$ cat config.mk
export PLATFORM = sky130hd
export DESIGN_NAME = fifo_queue_with_search_core
export DESIGN_NICKNAME = d
export VERILOG_FILES = /design/src/hw/rtl/fifoqs_pkg.sv /design/src/hw/rtl/fifoqs_cell.sv /design/src/hw/rtl/fifoqs_ctrl.sv /design/src/hw/rtl/fifo_queue_with_search_core.sv
export SDC_FILE = /design/constraint.sdc
export NUM_CORES = 1
export LEC_CHECK = 0
export BUFFER_PORTS_ARGS = -buffer_cell sky130_fd_sc_hd__buf_2
export CORE_UTILIZATION = 35
export CTS_BUF_LIST = sky130_fd_sc_hd__clkbuf_16
export CTS_CLUSTER_SIZE = 8
export DETAILED_ROUTE_END_ITERATION = 16
export PLACE_DENSITY = 0.58
export RECOVER_POWER = 50
export SYNTH_ARGS = -nofsm -noshare
export SYNTH_HDL_FRONTEND = slang
export SYNTH_SLANG_ARGS = --single-unit
$ cat constraint.sdc
create_clock -name clk -period 5.5 [get_ports clk]
set_clock_uncertainty 0.15 [all_clocks]
set_input_delay 1.1 -clock clk [delete_from_list [all_inputs] [get_ports clk]]
set_output_delay 1.1 -clock clk [all_outputs]
set_load 0.005 [all_outputs]
$ cat src/hw/rtl/fifoqs_pkg.sv
// ----------------------------------------------------------------------------
// fifoqs_pkg
// Shared types and constants for the FIFO queue with membership search.
// ----------------------------------------------------------------------------
package fifoqs_pkg;

	localparam int DEPTH   = 16;
	localparam int IDX_W   = $clog2(DEPTH);
	localparam int OCC_W   = $clog2(DEPTH + 1);
	localparam int WORD_W  = 32;

	typedef enum logic [1:0] {
		CMD_PUT    = 2'd0,
		CMD_GET    = 2'd1,
		CMD_EXISTS = 2'd2
	} cmd_t;

	typedef enum logic [1:0] {
		STAT_OK    = 2'd0,
		STAT_EMPTY = 2'd1,
		STAT_FULL  = 2'd2
	} status_t;

	typedef enum logic {
		ST_IDLE,
		ST_SCAN
	} state_t;

	// Command broadcast along the cell chain
	typedef struct packed {
		logic              shift;   // every cell takes its upper neighbor
		logic              load;    // cell at wr_idx takes data
		logic [IDX_W-1:0]  wr_idx;
		logic [WORD_W-1:0] data;
	} chain_cmd_t;

	// Per-cell control
	typedef struct packed {
		logic shift;
		logic load;
	} cell_ctrl_t;

	typedef struct packed {
		logic [OCC_W-1:0]  occupancy;
		logic              is_empty;
		logic [1:0]        status;
		logic              found;
		logic [WORD_W-1:0] data_out;
	} res_t;

endpackage

$ cat src/hw/rtl/fifoqs_cell.sv
// ----------------------------------------------------------------------------
// fifoqs_cell
// One storage cell of the queue chain: holds one item, shifts toward the head.
// ----------------------------------------------------------------------------
module fifoqs_cell
	import fifoqs_pkg::*;
(
	input  logic              clk,
	input  cell_ctrl_t        ctrl,
	input  logic [WORD_W-1:0] load_data,
	input  logic [WORD_W-1:0] next_data,
	output logic [WORD_W-1:0] data
);

	logic [WORD_W-1:0] data_q;

	always_ff @(posedge clk) begin
		if (ctrl.load) begin
			data_q <= load_data;
		end else if (ctrl.shift) begin
			data_q <= next_data;
		end
	end

	assign data = data_q;

endmodule

$ cat src/hw/rtl/fifoqs_ctrl.sv
// ----------------------------------------------------------------------------
// fifoqs_ctrl
// Command sequencer: occupancy, chain control, search scan and result buffer.
// ----------------------------------------------------------------------------
module fifoqs_ctrl
	import fifoqs_pkg::*;
(
	input  logic              clk,
	input  logic              arst_n,
	input  logic              s_tvalid,
	output logic              s_tready,
	input  logic [1:0]        s_cmd,
	input  logic [WORD_W-1:0] s_data,
	input  logic [WORD_W-1:0] head_data,
	output chain_cmd_t        chain,
	output logic              m_tvalid,
	input  logic              m_tready,
	output res_t              m_res
);

	state_t             state_q, state_nxt;
	logic [OCC_W-1:0]   count_q, count_nxt;
	logic [IDX_W-1:0]   scan_idx_q, scan_idx_nxt;
	logic               found_q, found_nxt;
	logic [WORD_W-1:0]  key_q, key_nxt;

	logic               out_valid_q;
	res_t               out_q;
	logic               pend_valid_q;
	res_t               pend_q;

	logic               accept;
	logic               push;
	res_t               push_res;
	logic               hit;
	logic               drain;

	assign s_tready = (state_q == ST_IDLE) && !pend_valid_q;
	assign accept   = s_tvalid && s_tready;
	assign drain    = out_valid_q && m_tready;

	// only the first count_q positions of the rotation hold live entries
	assign hit = ({1'b0, scan_idx_q} < count_q) && (head_data == key_q);

	always_comb begin
		state_nxt    = state_q;
		count_nxt    = count_q;
		scan_idx_nxt = scan_idx_q;
		found_nxt    = found_q;
		key_nxt      = key_q;
		push         = 1'b0;
		push_res     = '0;
		chain.shift  = 1'b0;
		chain.load   = 1'b0;
		chain.wr_idx = count_q[IDX_W-1:0];
		chain.data   = s_data;

		unique case (state_q)
			ST_IDLE: begin
				if (accept) begin
					unique case (s_cmd)
						CMD_PUT: begin
							push = 1'b1;
							if (count_q == OCC_W'(DEPTH)) begin
								push_res.status = STAT_FULL;
							end else begin
								chain.load = 1'b1;
								count_nxt  = count_q + 1'b1;
							end
						end
						CMD_GET: begin
							push = 1'b1;
							if (count_q == '0) begin
								push_res.status   = STAT_EMPTY;
								push_res.data_out = '1;
							end else begin
								chain.shift       = 1'b1;
								push_res.data_out = head_data;
								count_nxt         = count_q - 1'b1;
							end
						end
						CMD_EXISTS: begin
							state_nxt    = ST_SCAN;
							scan_idx_nxt = '0;
							found_nxt    = 1'b0;
							key_nxt      = s_data;
						end
						default: begin
							push = 1'b1;
						end
					endcase
				end
			end
			ST_SCAN: begin
				// full rotation of the ring restores the original order
				chain.shift  = 1'b1;
				found_nxt    = found_q | hit;
				scan_idx_nxt = scan_idx_q + 1'b1;
				if (scan_idx_q == IDX_W'(DEPTH - 1)) begin
					state_nxt      = ST_IDLE;
					push           = 1'b1;
					push_res.found = found_q | hit;
				end
			end
			default: begin
				state_nxt = ST_IDLE;
			end
		endcase

		push_res.occupancy = count_nxt;
		push_res.is_empty  = (count_nxt == '0);
	end

	always_ff @(posedge clk or negedge arst_n) begin
		if (!arst_n) begin
			state_q    <= ST_IDLE;
			count_q    <= '0;
			scan_idx_q <= '0;
			found_q    <= 1'b0;
		end else begin
			state_q    <= state_nxt;
			count_q    <= count_nxt;
			scan_idx_q <= scan_idx_nxt;
			found_q    <= found_nxt;
		end
	end

	always_ff @(posedge clk) begin
		key_q <= key_nxt;
	end

	// two-entry result buffer; a push never meets a full pending slot
	always_ff @(posedge clk or negedge arst_n) begin
		if (!arst_n) begin
			out_valid_q  <= 1'b0;
			pend_valid_q <= 1'b0;
		end else begin
			if (push) begin
				if (!out_valid_q || drain) begin
					out_valid_q <= 1'b1;
				end else begin
					pend_valid_q <= 1'b1;
				end
			end else if (drain) begin
				if (pend_valid_q) begin
					pend_valid_q <= 1'b0;
				end else begin
					out_valid_q <= 1'b0;
				end
			end
		end
	end

	always_ff @(posedge clk) begin
		if (push) begin
			if (!out_valid_q || drain) begin
				out_q <= push_res;
			end else begin
				pend_q <= push_res;
			end
		end else if (drain && pend_valid_q) begin
			out_q <= pend_q;
		end
	end

	assign m_tvalid = out_valid_q;
	assign m_res    = out_q;

endmodule

$ cat src/hw/rtl/fifo_queue_with_search_core.sv
// ----------------------------------------------------------------------------
// fifo_queue_with_search_core
// FIFO queue of signed 32-bit items in a chain of cells, with membership search.
// ----------------------------------------------------------------------------
// Put and get: result registered at the accepting edge; one per cycle while s_tready is high.
// Exists query: the cell ring rotates once through all DEPTH cells, comparing at the
// head cell; the result is registered with the last rotation step, then the core returns to idle.
// A two-entry result buffer lets a transaction be taken while one result waits.
// Reset (arst_n low, asynchronous) empties the queue; cell contents are not cleared.
// ----------------------------------------------------------------------------
module fifo_queue_with_search_core
	import fifoqs_pkg::*;
(
	input  logic        clk,
	input  logic        arst_n,
	input  logic        s_tvalid,
	output logic        s_tready,
	input  logic [31:0] s_tdata,   // data_in[31:0]
	input  logic [1:0]  s_tuser,   // cmd[1:0]
	output logic        m_tvalid,
	input  logic        m_tready,
	output logic [39:0] m_tdata,   // data_out[31:0], found[32], is_empty[33], occupancy[38:34]
	output logic [1:0]  m_tuser    // status[1:0]
);

	chain_cmd_t        chain;
	res_t              res;
	logic [WORD_W-1:0] cell_data [DEPTH];

	fifoqs_ctrl u_ctrl (
		.clk       (clk),
		.arst_n    (arst_n),
		.s_tvalid  (s_tvalid),
		.s_tready  (s_tready),
		.s_cmd     (s_tuser),
		.s_data    (s_tdata),
		.head_data (cell_data[0]),
		.chain     (chain),
		.m_tvalid  (m_tvalid),
		.m_tready  (m_tready),
		.m_res     (res)
	);

	for (genvar i = 0; i < DEPTH; i++) begin : g_cell
		cell_ctrl_t        ctrl;
		logic [WORD_W-1:0] next_data;

		assign ctrl.shift = chain.shift;
		assign ctrl.load  = chain.load && (chain.wr_idx == IDX_W'(i));
		// the last cell closes the ring back to the head
		assign next_data  = cell_data[(i + 1) % DEPTH];

		fifoqs_cell u_cell (
			.clk       (clk),
			.ctrl      (ctrl),
			.load_data (chain.data),
			.next_data (next_data),
			.data      (cell_data[i])
		);
	end

	assign m_tdata = {1'b0, res.occupancy, res.is_empty, res.found, res.data_out};
	assign m_tuser = res.status;

endmodule
* Word level (Yosys, flattened, before mapping) *
Index checks and enable logic that the tools add are counted.

storage, ports and cells
  logic and storage cells = 196
  input port bits = 38
  register bits after elaboration = 639
  output and inout port bits = 44

cells by class
  equality and inequality tests = 25
  bitwise gates (word level) = 3
  add/subtract/negate cells = 3
  muxes and demuxes = 79
  reduce and logical (&&, ||, !) cells = 52
  magnitude comparators = 1

operators with widths
  cell                 count
  $mux 32              36
  $mux 41              3
  $eq 4x4->1 const B   9
  $reduce_bool 2->1    18
  $eq 32x32->1         1
  $mux 1               23
  $logic_and 1x1->1    21
  $mux 5               4
  $eq 4x3->1 const B   4
  $logic_not 5->1      2
  $pmux 5 s2           1
  $eq 4x2->1 const B   2
  $mux 2               4
  $mux 4               2
  $ne 2x2->1 const B   4
  $pmux 1 s2           4
  $pmux 4 s2           1
  $reduce_and 2->1     4
  $reduce_and 3->1     2
  $add 5x1->5 const B  1
  $eq 5x5->1 const B   1
  $lt 4x5->1           1
  $sub 5x1->5 const B  1
  $add 4x1->4 const B  1
  other kinds (11)     13

* Depth between registers and ports, before layout *
Gate-level depths: netlist of the first run.

  word-level depth = 8
  gate-level depth with buffers = 9
  gate-level depth less buffers = 7

* Hierarchy *
A second synthesis of the first run with hierarchy kept.

unflattened totals
  cell total of the unflattened synthesis = 1564
  area total of the unflattened synthesis = 29952.5 um2

modules (own cells, without submodules)
  module                       seq. area each (um2)  cells an instance  times used  area an instance (um2)
  fifoqs_cell                  960.9                 69                 16          1507.7
  fifoqs_ctrl                  3748.6                435                1           5700.5
  fifo_queue_with_search_core  0.0                   25                 1           128.9

* Worst setup path after synthesis of the first run *
Ideal clock, no wire load.

  path kind = input to register
  start = in s_tuser[0]
  end = reg g_cell[13].u_cell.data_q[0] (enable)
  path buffers = 1
  stages on the path = 5
  data required time = 4.884 ns
  setup slack = 0.540 ns
  arrival time = 4.344 ns
  cell sequence = clkbuf_1 > or2_2 > nor3_2 > nand2_1 > o21ai_0

on the way
  longest elaborated chain between the ends = 6
  elaborated cells on any way between the ends = 9

RTL lines
  what                                    line                               RTL
  start, declared                         fifo_queue_with_search_core.sv:19  input logic [1:0] s_tuser,
  $logic_not 2->1                         fifoqs_ctrl.sv:61                  unique case (s_cmd)
  $mux 1                                  fifoqs_ctrl.sv:61
  $mux 2 (*)                              fifoqs_ctrl.sv:60                  if (accept) begin
  $mux 1                                  fifoqs_ctrl.sv:58                  unique case (state_q)
  $logic_and 1x1->1                       fifo_queue_with_search_core.sv:49  assign ctrl.load = chain.load && (chain.wr_idx == IDX_W'(i));
  $reduce_bool 2->1 (no source line) (*)  -
  end signal, assigned                    fifoqs_cell.sv:19                  data_q <= load_data;
  end signal, assigned                    fifoqs_cell.sv:21                  data_q <= next_data;
  end, declared                           fifoqs_cell.sv:15                  logic [WORD_W-1:0] data_q;

Every way passes the cells marked *; elsewhere a longest branch is shown, timed or not.
A chain may end at the register's enable or synchronous reset.

* Worst setup path after layout of the first run *
  start = in s_tuser[1]
  end = reg g_cell[15].u_cell.data_q[22], data pin

on the way
  longest elaborated chain between the ends = 6

RTL lines
  what                  line                               RTL
  $logic_not 2->1       fifoqs_ctrl.sv:61
  $mux 1                fifoqs_ctrl.sv:61
  $mux 2                fifoqs_ctrl.sv:60
  $mux 1                fifoqs_ctrl.sv:58
  $logic_and 1x1->1     fifo_queue_with_search_core.sv:49
  $mux 32               fifoqs_cell.sv:18                  if (ctrl.load) begin
  end signal, assigned  fifoqs_cell.sv:19
  end signal, assigned  fifoqs_cell.sv:21
  end, declared         fifoqs_cell.sv:15

Every way passes these cells.

==> summary.md, run 1 <==
| Metric | Value |
|---|---|
| Initial antenna violation count | 1 |
| Die Span X | 281 um |
| Status | finished, violations left |
| HP Class | reg -> reg |
| Dominant synthesized flop cell | edfxtp_1 |
| Worst-path clk slew | 0.05 ns |
| EDFF count, synth | 626 |
| CTS Root Cell | clkbuf_16 |
| Sw Share | 0.273 |
| Die area | 78,700 um2 |
| Syn avg cell area | 17.5 um2 |
| Sequential share of power | 0.523 |
| Maximum vdd drop | 0.317 mV |
| Tcrit/Tclk final | 0.824 |
| Seq/Total Area, Yosys | 0.704 |
| Detailed Place HPWL | 36,200 um |
| Slew headroom | -0.474 |
| CTS Buffer Depth | 3 |
| Failing checks | capacitance limit, slew limit |
| Post-CTS sizing | 0 |
| Placeable core area | 76,300 um2 |
| Die height | 281 um |
| WL per Instance | 22.4 um |
| Max-slew violations | 262 |
| CTS tree | yes |
| Post-synthesis async set-or-reset flop share | 0.0203 |
| Htree depth | 3 |
| Worst slew pin tran | 2.21 ns |
| Vias in the first global route | 14,300 |
| All-layer global routing usage | 0.157 |
| Dpl cells | 2,602 |
| GRT Residual Overflow | 0 |
| Syn-to-layout area delta | 14.7% |
| Via density | 5.08 |
| Crit Path Category | in -> reg |
| Ys Warns | 0 |
| Worst path top cell family by delay | simple AND/OR/NAND/NOR gates |
| Crit path DAT | 4.73 ns |
| Worst stage delay on the critical path | 1.58 ns |
| Cts hold-fix bufs | 0 |
| Commonest non-fill, non-tap cells in the layout | 626 x edfxtp_1, 495 x mux2_2, 91 x clkbuf_16 |
| Largest net degree at the start of global routing | 45 |
| FF+latch count, synth | 639 |
| Worst skew pair latency | 0.63 ns |
| Fmax | 221 MHz |
| First-pass GRT wire length | 92,900 um |
| Synth cell types | 50 |
| Final Power | 18.4 mW |
| Detailed-route DRC error count | 0 |
| TritonCTS Buffers | 89 |
| Filler cell count | 6,940 |
| Final wirelength | 60,700 um |
| DR pass1 iterations | 5 |
| Maxcap violations | 7 |
| Layout net count | 1,710 |
| Critical path buffers and inverters | 2 |
| Final setup viols | 0 |
| Share of post-route cells with drive strength above 1 | 0.401 |
| # IOs | 82 |
| Non-Filler Instances | 2,715 |
| Port Buffers | 80 |
| CP Launch Type | primary input |
| Syn_nets | 1,603 |
| Sum Neg Setup Slack | 0 ns |
| Initial core utilization | 0.356 |
| Psw | 5.03 mW |
| Crit path time final | 4.53 ns |
| Via Count | 13,800 |
| PD cells | 592 nW/um2 |
| Clock Power Share | 0.262 |
| Synth Instances | 1,556 |
| Critical Path Most Common Cell | clkbuf_1 |
| Worst-path fanout max | 32 |
| Post-Synthesis Cell Area | 27,200 um2 |
| Worst Setup End Kind | flip-flop |
| Gate power share | 0.215 |
| RSZ-0062 raised after global routing | false |
| Slowest CP cell | nor2_2 |
| DR iter-0 viols | 1,039 |
| Final hold viol count | 0 |
| Pint | 13.4 mW |
| Commonest non-fill, non-tap cell in the layout | edfxtp_1 |
| Setup bufs post-CTS | 0 |
| Post-DRT Antenna Nets | 0 |
| Gpl congestion | 0.820 |
| Leakage power | 10.5 nW |
| Clock Sinks | 639 |
| Crit-path cells | clkbuf_1 -> nor4b_1 -> nand4b_1 -> clkbuf_1 -> nor2_2 -> mux2_2 |
| Site row count | 101 |
| Worst path required time | 5.70 ns |
per-stage QoR:
step	utilization	worst slack (ns)	area (um2)	hold slack (ns)
after global placement	0.380	1.33	29000	0.357
after global routing	0.408	0.804	31100	0.373
after detailed placement	0.380	1.30	29000	0.353
final	0.408	0.966	31100	0.360
after CTS	0.411	1.67	31300	0.193
after floorplan	-	0.540	27200	0.336
flip-flops by register name, summed over array words and instances, names as in the netlist:
register,flops
g_cell.u_cell.data,512
u_ctrl.m_res,41
u_ctrl.pend_q,41
u_ctrl.key_q,32
u_ctrl.count_q,5
u_ctrl.scan_idx_q,4
u_ctrl.found_q,1
u_ctrl.m_tvalid,1
u_ctrl.pend_valid_q,1
u_ctrl.state_q,1
synth_stat cells, types with 13 or more instances:
master / instances / share of area
xnor2_1: 34 / 0.011
clkbuf_1: 19 / 0.0026
a21o_1: 35 / 0.0097
nor2_1: 85 / 0.012
buf_1: 35 / 0.0048
nand2_1: 28 / 0.0039
mux2_2: 502 / 0.21
buf_2: 43 / 0.0079
dfrtp_1: 13 / 0.012
o21ai_0: 21 / 0.0039
edfxtp_1: 626 / 0.69
worst reg2reg max path, stage by stage, from the launching register on:
cell and delay, ns:
dfrtp_1 0.58, nor4b_1 0.89, nand4b_1 0.18, clkbuf_1 0.38
nor2_2 1.58, mux2_2 0.50
path summary, 6_finish.rpt:
| kind | from | end | slack [ns] | depth (start not counted) |
|---|---|---|---|---|
| setup / recovery | s_tuser[1] | g_cell[15].u_cell.data[22] | 0.97 | 6 |
| hold / removal | u_ctrl.pend_q[13] | u_ctrl.m_res[13] | 0.36 | 1 |
| setup reg to reg | u_ctrl.state_q | g_cell[15].u_cell.data[22] | 0.97 | 5 |
| hold reg to reg | u_ctrl.pend_q[13] | u_ctrl.m_res[13] | 0.36 | 1 |
| max in group asynchronous | arst_n | u_ctrl.scan_idx_q[2] | 4.32 | 1 |
| min in group asynchronous | arst_n | u_ctrl.pend_valid_q | 0.38 | 1 |
power groups by stage:
stage               sequential, mW  combinational [mW]  clock, mW
floorplan                     9.31                2.80          0
global placement              9.66                3.99          0
CTS                           9.63                4.15       4.93
detailed placement            9.67                4.09          0
finish                        9.63                3.97       4.83
global route                  9.88                4.35       5.11
per-layer routing:
| layer | GRT usage | vias to the layer above | wire length, um |
|---|---|---|---|
| li1 | - | 6160 | - |
| met1 | 0.221 | 7166 | 28000 |
| met2 | 0.246 | 396 | 28300 |
| met3 | 0.0245 | 76 | 3030 |
| met4 | 0.0528 | 0 | 1270 |
| met5 | 0 | - | 0 |
cell type report:
| cell class | count | area (um2) | share of cell area |
|---|---|---|---|
| Sequential cell | 639 | 19100 | 0.614 |
| Multi-Input combinational cell | 805 | 7720 | 0.248 |
| Clock buffer | 91 | 2280 | 0.0731 |
| Tap cell | 1030 | 1290 | 0.0414 |
| Timing Repair Buffer | 116 | 597 | 0.0192 |
| Clock inverter | 21 | 93.8 | 0.00301 |
| Inverter | 12 | 45.0 | 0.00145 |
| Antenna cell | 1 | 2.50 | 0.0000803 |
kinds of logic (layout without fill, tap and decap cells):
group           count (synthesis)  after routing  synth area share
compound gates                 82             82            0.0205
xor+xnor                       36             36            0.0116
fa+ha+maj                       9              9           0.00415
buf+inv                       112            240            0.0179
flops                         639            639             0.704
mux                           515            515             0.213
other cells                     1              2          0.000138
simple gates                  162            162            0.0281
Power figures use the tool's default switching activity.
==> inputs of run 2 (changes only) <==
Settings changed: PLACE_DENSITY 0.58 to 0.6.
Clock period 5.5 ns to 4 ns, I/O delays scaled along.
==> run 2 against run 1 <==
Compared with the run above: the flow still finishes with violations (capacitance limit, slew limit); cell count increased by 0.33%; register-to-register slack got worse by 0.66 ns; global-route usage fell by 0.74 points; worst setup slack got worse by 0.66 ns; power is 37% higher; clock-buffer cell count unchanged; first-iteration DRC count increased by 12%; critical endpoint is now g_cell[11].u_cell.data[1].
==> summary.md, run 2 (synthesized netlist as in run 1, its figures left out) <==
| Metric | Value |
|---|---|
| Sw Share | 0.268 (-0.00449) |
| Htree depth | 3 (unchanged) |
| # IOs | 82 (unchanged) |
| Maximum vdd drop | 0.358 mV (+13%) |
| Share of post-route cells with drive strength above 1 | 0.404 (+0.00235) |
| CP Launch Type | flip-flop |
| Die area | 78,700 um2 (unchanged) |
| PD cells | 805 nW/um2 (+36%) |
| Status | finished, violations left |
| Crit Path Category | reg -> reg |
| Placeable core area | 76,300 um2 (unchanged) |
| Slew headroom | -0.240 (+0.234) |
| Fmax | 270 MHz |
| GR Util met3 | 0.0251 (+0.000583) |
| Worst-path fanout max | 32 (unchanged) |
| CTS Buffer Depth | 3 (unchanged) |
| Via Count | 13,500 (-2.4%) |
| Failing checks | capacitance limit, slew limit |
| Clock Sinks | 639 (unchanged) |
| DR iter-0 viols | 1,164 (+12%) |
| Initial core utilization | 0.356 (unchanged) |
| Commonest non-fill, non-tap cells in the layout | 626 x edfxtp_1, 496 x mux2_2, 91 x clkbuf_16 |
| Gpl congestion | 0.803 (-2.1%) |
| Gate power share | 0.216 (about the same) |
| Cell area after layout | 31,300 um2 (+0.64%) |
| Post-DRT Antenna Nets | 0 (unchanged) |
| Worst path required time | 4.17 ns (-1.53 ns) |
| Clock Power Share | 0.261 (about the same) |
| Max-slew violations | 33 (-87%) |
| Tcrit/Tclk final | 0.924 |
| Initial antenna violation count | 0 (-1) |
| TritonCTS Buffers | 89 (unchanged) |
| Worst-path clk slew | 0.05 ns (about the same) |
| Worst skew pair latency | 0.62 ns (about the same) |
| Die Span X | 281 um (unchanged) |
| First-pass GRT wire length | 89,500 um (-3.6%) |
| Final wirelength | 57,800 um (-4.7%) |
| Vias in the first global route | 13,900 (-2.5%) |
| Placed Instance Area | 29,200 um2 (+0.67%) |
| Non-Filler Instances | 2,724 (+0.33%) |
| Max FFs per register | 512 (unchanged) |
| CTS Root Cell | clkbuf_16 |
| Leakage power | 10.6 nW (+0.57%) |
| Port Buffers | 80 (unchanged) |
| Detailed-route DRC error count | 0 (unchanged) |
| WL per Instance | 21.2 um (-5.0%) |
| DR pass1 iterations | 5 (unchanged) |
| Commonest non-fill, non-tap cell in the layout | edfxtp_1 |
| Largest net degree at the start of global routing | 42 (-6.7%) |
| Antenna diode count | 0 (-1) |
| Worst slew pin tran | 1.86 ns (-0.351 ns) |
| Final setup viols | 0 (unchanged) |
| Sequential share of power | 0.522 (about the same) |
| RSZ-0062 raised after global routing | false |
| Crit path time final | 3.70 ns |
| Post-layout util | 0.411 (+0.00261) |
| Pint | 18.5 mW (+38%) |
| Met1 usage | 0.212 (-0.00915) |
| Layout net count | 1,720 (+0.58%) |
| Final hold viol count | 0 (unchanged) |
| Detailed Place HPWL | 35,100 um (-3.0%) |
| Cts hold-fix bufs | 1 (+1) |
| HP Class | in -> reg |
| Crit path DAT | 3.87 ns (-0.86 ns) |
| Worst Setup End Kind | flip-flop |
| CTS tree | yes |
| Site row count | 101 (unchanged) |
| Global Route met2 Usage | 0.230 (-0.0152) |
| Die height | 281 um (unchanged) |
| GRT Residual Overflow | 0 (unchanged) |
| All-layer global routing usage | 0.149 (-0.00740) |
| GRT Max-Usage Layer | met2 |
| Post-CTS sizing | 0 (unchanged) |
| Setup ws final | 0.302 ns (-0.664 ns) |
| Setup bufs post-CTS | 0 (unchanged) |
| Psw | 6.77 mW (+35%) |
| Sum Neg Setup Slack | 0 ns (unchanged) |
| Final Power | 25.2 mW (+37%) |
| Via density | 4.94 (-2.7%) |
| Maxcap violations | 1 (-6) |
| Worst hold slack | 0.248 ns (-0.113 ns) |
| Post-Place Setup Slack | 0.313 ns (-0.988 ns) |
| Dpl cells | 2,611 (+0.35%) |
| Syn-to-layout area delta | 15.4% |
| Filler cell count | 6,816 (-1.8%) |
==> run 2: cell types whose count changed in the layout (fill, tap and decap cells not counted), sizes merged <==
cell / change
clkbuf: +9
diode: -1
dlygate4sd3: +1
==> run 2: power groups by stage <==
stage               Combinational [mW]  Clock (mW)  Sequential [mW]
detailed placement                5.57           0             13.2
global placement                  5.46           0             13.3
CTS                               5.66        6.76             13.2
finish                            5.46        6.59             13.2
floorplan                         3.86           0             12.8
global route                      6.03        6.99             13.5
==> run 2: metal layers <==
layer | vias to the layer above | share of wire
li1 | 6181 | -
met1 | 6889 | 0.47
met2 | 321 | 0.46
met3 | 79 | 0.045
met4 | 0 | 0.023
met5 | - | 0
==> run 2: final timing paths <==
path	cells past startpoint	from	slack (ns)	endpoint
worst max-delay path	7	u_ctrl.state_q	0.30	g_cell[11].u_cell.data[1]
worst min-delay path	2	m_tready	0.25	u_ctrl.pend_valid_q
worst max register to register	7	u_ctrl.state_q	0.30	g_cell[11].u_cell.data[1]
worst min register to register	1	g_cell[2].u_cell.data[30]	0.37	g_cell[1].u_cell.data[30]
max in group asynchronous	2	arst_n	2.59	u_ctrl.count_q[3]
min in group asynchronous	2	arst_n	0.62	u_ctrl.count_q[0]
==> run 2: layout make-up <==
class	count	area, um2	share of cell area
flip-flops and latches	639	19100	0.610
multi-input cells	805	7760	0.248
clock buffers	91	2280	0.0726
well taps	1030	1290	0.0411
repair buffers	126	759	0.0242
clock inverters	21	93.8	0.00299
inverters	12	45.0	0.00144
==> run 2: worst max-delay path, cell delays in order (launching register included) <==
cell      delay [ns]
dfrtp_1         0.37
clkbuf_1        0.34
nor4b_2         0.64
nand4b_1        0.17
clkbuf_2        0.35
nor2_4          0.17
buf_2           0.73
mux2_1          0.46
==> inputs of run 3 (changes only) <==
==> constraint.sdc (replaced) <==
create_clock -name clk -period 4 [get_ports clk]
set_clock_uncertainty 0.15 [all_clocks]
set_input_delay 1 -clock clk [delete_from_list [all_inputs] [get_ports clk]]
set_output_delay 1 -clock clk [all_outputs]
set_load 0.005 [all_outputs]
==> run 3 against run 2 <==
Compared with the run above: the run still ends with capacitance limit, slew limit left; die area unchanged; register-to-register slack improved by 0.11 ns; global-route usage about the same; power increased by 0.70%; routed wire length decreased by 0.23%; critical path type unchanged; largest power group unchanged.
==> summary.md, run 3 (synthesized netlist as in run 1, its figures left out) <==
| Metric | Value |
|---|---|
| Worst path required time | 4.10 ns (-0.07 ns) |
| Site row count | 101 (unchanged) |
| Final setup viols | 0 (unchanged) |
| Detailed Place HPWL | 35,200 um (+0.28%) |
| TritonCTS Buffers | 89 (unchanged) |
| Worst path top cell family by delay | simple AND/OR/NAND/NOR gates |
| Capturing point of the worst reg2reg path | g_cell[13].u_cell.data[8] |
| Worst r2r src | u_ctrl.count_q[1] |
| Setup bufs post-CTS | 0 (unchanged) |
| DR iter-0 viols | 1,293 (+11%) |
| DR pass1 iterations | 6 (+1) |
| CTS Root Cell | clkbuf_16 |
| Via Count | 13,600 (+0.77%) |
| HP Class | in -> async |
| # IOs | 82 (unchanged) |
| Maximum vdd drop | 0.350 mV (-2.3%) |
| First-pass GRT wire length | 88,800 um (-0.79%) |
| Gpl congestion | 0.788 (-1.9%) |
| Die area | 78,700 um2 (unchanged) |
| Reg2reg path depth | 9 (+2) |
| Setup ws final | 0.417 ns (+0.115 ns) |
| All-layer global routing usage | 0.149 (-0.000197) |
| Worst skew pair latency | 0.62 ns (about the same) |
| Clock Sinks | 639 (unchanged) |
| Htree depth | 3 (unchanged) |
| Post-DRT Antenna Nets | 0 (unchanged) |
| Die height | 281 um (unchanged) |
| Crit path time final | 3.58 ns (-0.115 ns) |
| Crit Path Category | reg -> reg |
| Post-Place Setup Slack | 0.426 ns (+0.114 ns) |
| CP Launch Type | flip-flop |
| Crit path DAT | 3.68 ns (-0.19 ns) |
| GRT Residual Overflow | 0 (unchanged) |
| Vias in the first global route | 14,000 (+0.21%) |
| Detailed-route DRC error count | 0 (unchanged) |
| Critical path buffers and inverters | 3 (unchanged) |
| Commonest non-fill, non-tap cell in the layout | edfxtp_1 |
| RSZ-0062 raised after global routing | false |
| Die Span X | 281 um (unchanged) |
| Leakage power | 10.6 nW (+0.41%) |
| Cell area after layout | 31,400 um2 (+0.32%) |
| Max FFs per register | 512 (unchanged) |
| CTS tree | yes |
| CTS Buffer Depth | 3 (unchanged) |
| Initial antenna violation count | 1 (+1) |
| Initial core utilization | 0.356 (unchanged) |
| Placed Instance Area | 29,300 um2 (+0.36%) |
| Failing checks | capacitance limit, slew limit |
| Fmax | 279 MHz (+3.2%) |
| Slew headroom | -0.239 (+0.000472) |
| Port Buffers | 80 (unchanged) |
| Placeable core area | 76,300 um2 (unchanged) |
| Tcrit/Tclk final | 0.896 (-0.0287) |
| Worst Setup End Kind | flip-flop |
| Slowest CP cell | or4b_2 |
| Crit-path cells | inv_1 -> ha_1 -> or4b_2 -> nand2_1 -> nor2_1 -> nor2_1 -> buf_12 -> o21ai_0 -> clkbuf_1 |
| Max-slew violations | 63 (+91%) |
| Commonest non-fill, non-tap cells in the layout | 626 x edfxtp_1, 495 x mux2_2, 91 x clkbuf_16 |
| Post-CTS sizing | 0 (unchanged) |
| R2r setup slk | 0.42 ns (+0.11 ns) |
| Worst-path fanout max | 15 (-53%) |
| Final Power | 25.4 mW (+0.70%) |
| Largest net degree at the start of global routing | 42 (unchanged) |
| Status | finished, violations left |
| PD cells | 808 nW/um2 (+0.38%) |
| Via density | 4.97 (+0.59%) |
| WL per Instance | 21.1 um (-0.41%) |
| Share of post-route cells with drive strength above 1 | 0.404 (about the same) |
| Worst slew pin tran | 1.86 ns (-0.000708 ns) |
| Worst-path clk slew | 0.06 ns (about the same) |
| Critical Path Most Common Cell | nor2_1 |
| Final wirelength | 57,700 um (-0.23%) |
| Syn-to-layout area delta | 15.8% |
| Maxcap violations | 2 (+1) |
| Cts hold-fix bufs | 0 (-1) |
| Layout net count | 1,723 (+0.17%) |
| Worst stage delay on the critical path | 0.74 ns (about the same) |
| Sum Neg Setup Slack | 0 ns (unchanged) |
| Final hold viol count | 0 (unchanged) |
==> run 3: changes by cell type in the layout (fill, tap and decap cells not counted), sizes merged <==
cell	before	now
clkbuf	165	159
diode	0	1
clkinv	0	2
dlygate4sd3	1	0
buf	51	61
inv	33	32
==> run 3: metrics by stage <==
step,hold WS [ns],utilization,instances
global route,0.314,0.412,2728
detailed placement,0.354,0.383,2615
global placement,0.354,0.383,2615
finish,0.277,0.412,2729
CTS,0.0909,0.415,2728
floorplan,0.336,-,1556
==> run 3: per-layer routing <==
| layer | GRT usage | up-vias | part of all wire |
|---|---|---|---|
| met5 | 0 | - | 0 |
| met4 | 0.0558 | 0 | 0.026 |
| met3 | 0.0299 | 99 | 0.054 |
| met2 | 0.232 | 391 | 0.46 |
| met1 | 0.205 | 6889 | 0.46 |
| li1 | - | 6195 | - |
==> run 3: worst max path at each step <==
| stage | slack (ns) | cells after the start | startpoint | end |
|---|---|---|---|---|
| after floorplan | -0.86 | 5 | s_tuser[0] | g_cell[13].u_cell.data[0] |
| after global placement | 0.42 | 5 | s_tuser[1] | g_cell[7].u_cell.data[28] |
| after detailed placement | 0.43 | 5 | s_tuser[1] | g_cell[7].u_cell.data[30] |
| after CTS | 0.70 | 9 | u_ctrl.count_q[1] | g_cell[1].u_cell.data[23] |
| after global routing | 0.28 | 8 | u_ctrl.count_q[0] | g_cell[13].u_cell.data[8] |
| final | 0.42 | 9 | u_ctrl.count_q[1] | g_cell[13].u_cell.data[8] |
==> run 3: final cells by class <==
| class | count | area [um2] |
|---|---|---|
| timing repair buffer | 129 | 843 |
| sequential | 639 | 19100 |
| antenna | 1 | 2.50 |
| inverter | 12 | 45.0 |
| clock buffer | 91 | 2280 |
| clock inverter | 22 | 134 |
| fill | 6825 | 44900 |
| tap | 1030 | 1290 |
| multi-input combinational | 805 | 7730 |
==> run 3: power by group <==
group | total, mW | internal, mW | switching (mW)
logic | 5.51 | 2.61 | 2.91
clock network | 6.69 | 4.00 | 2.68
registers | 13.2 | 11.9 | 1.27
total | 25.4 | 18.5 | 6.86
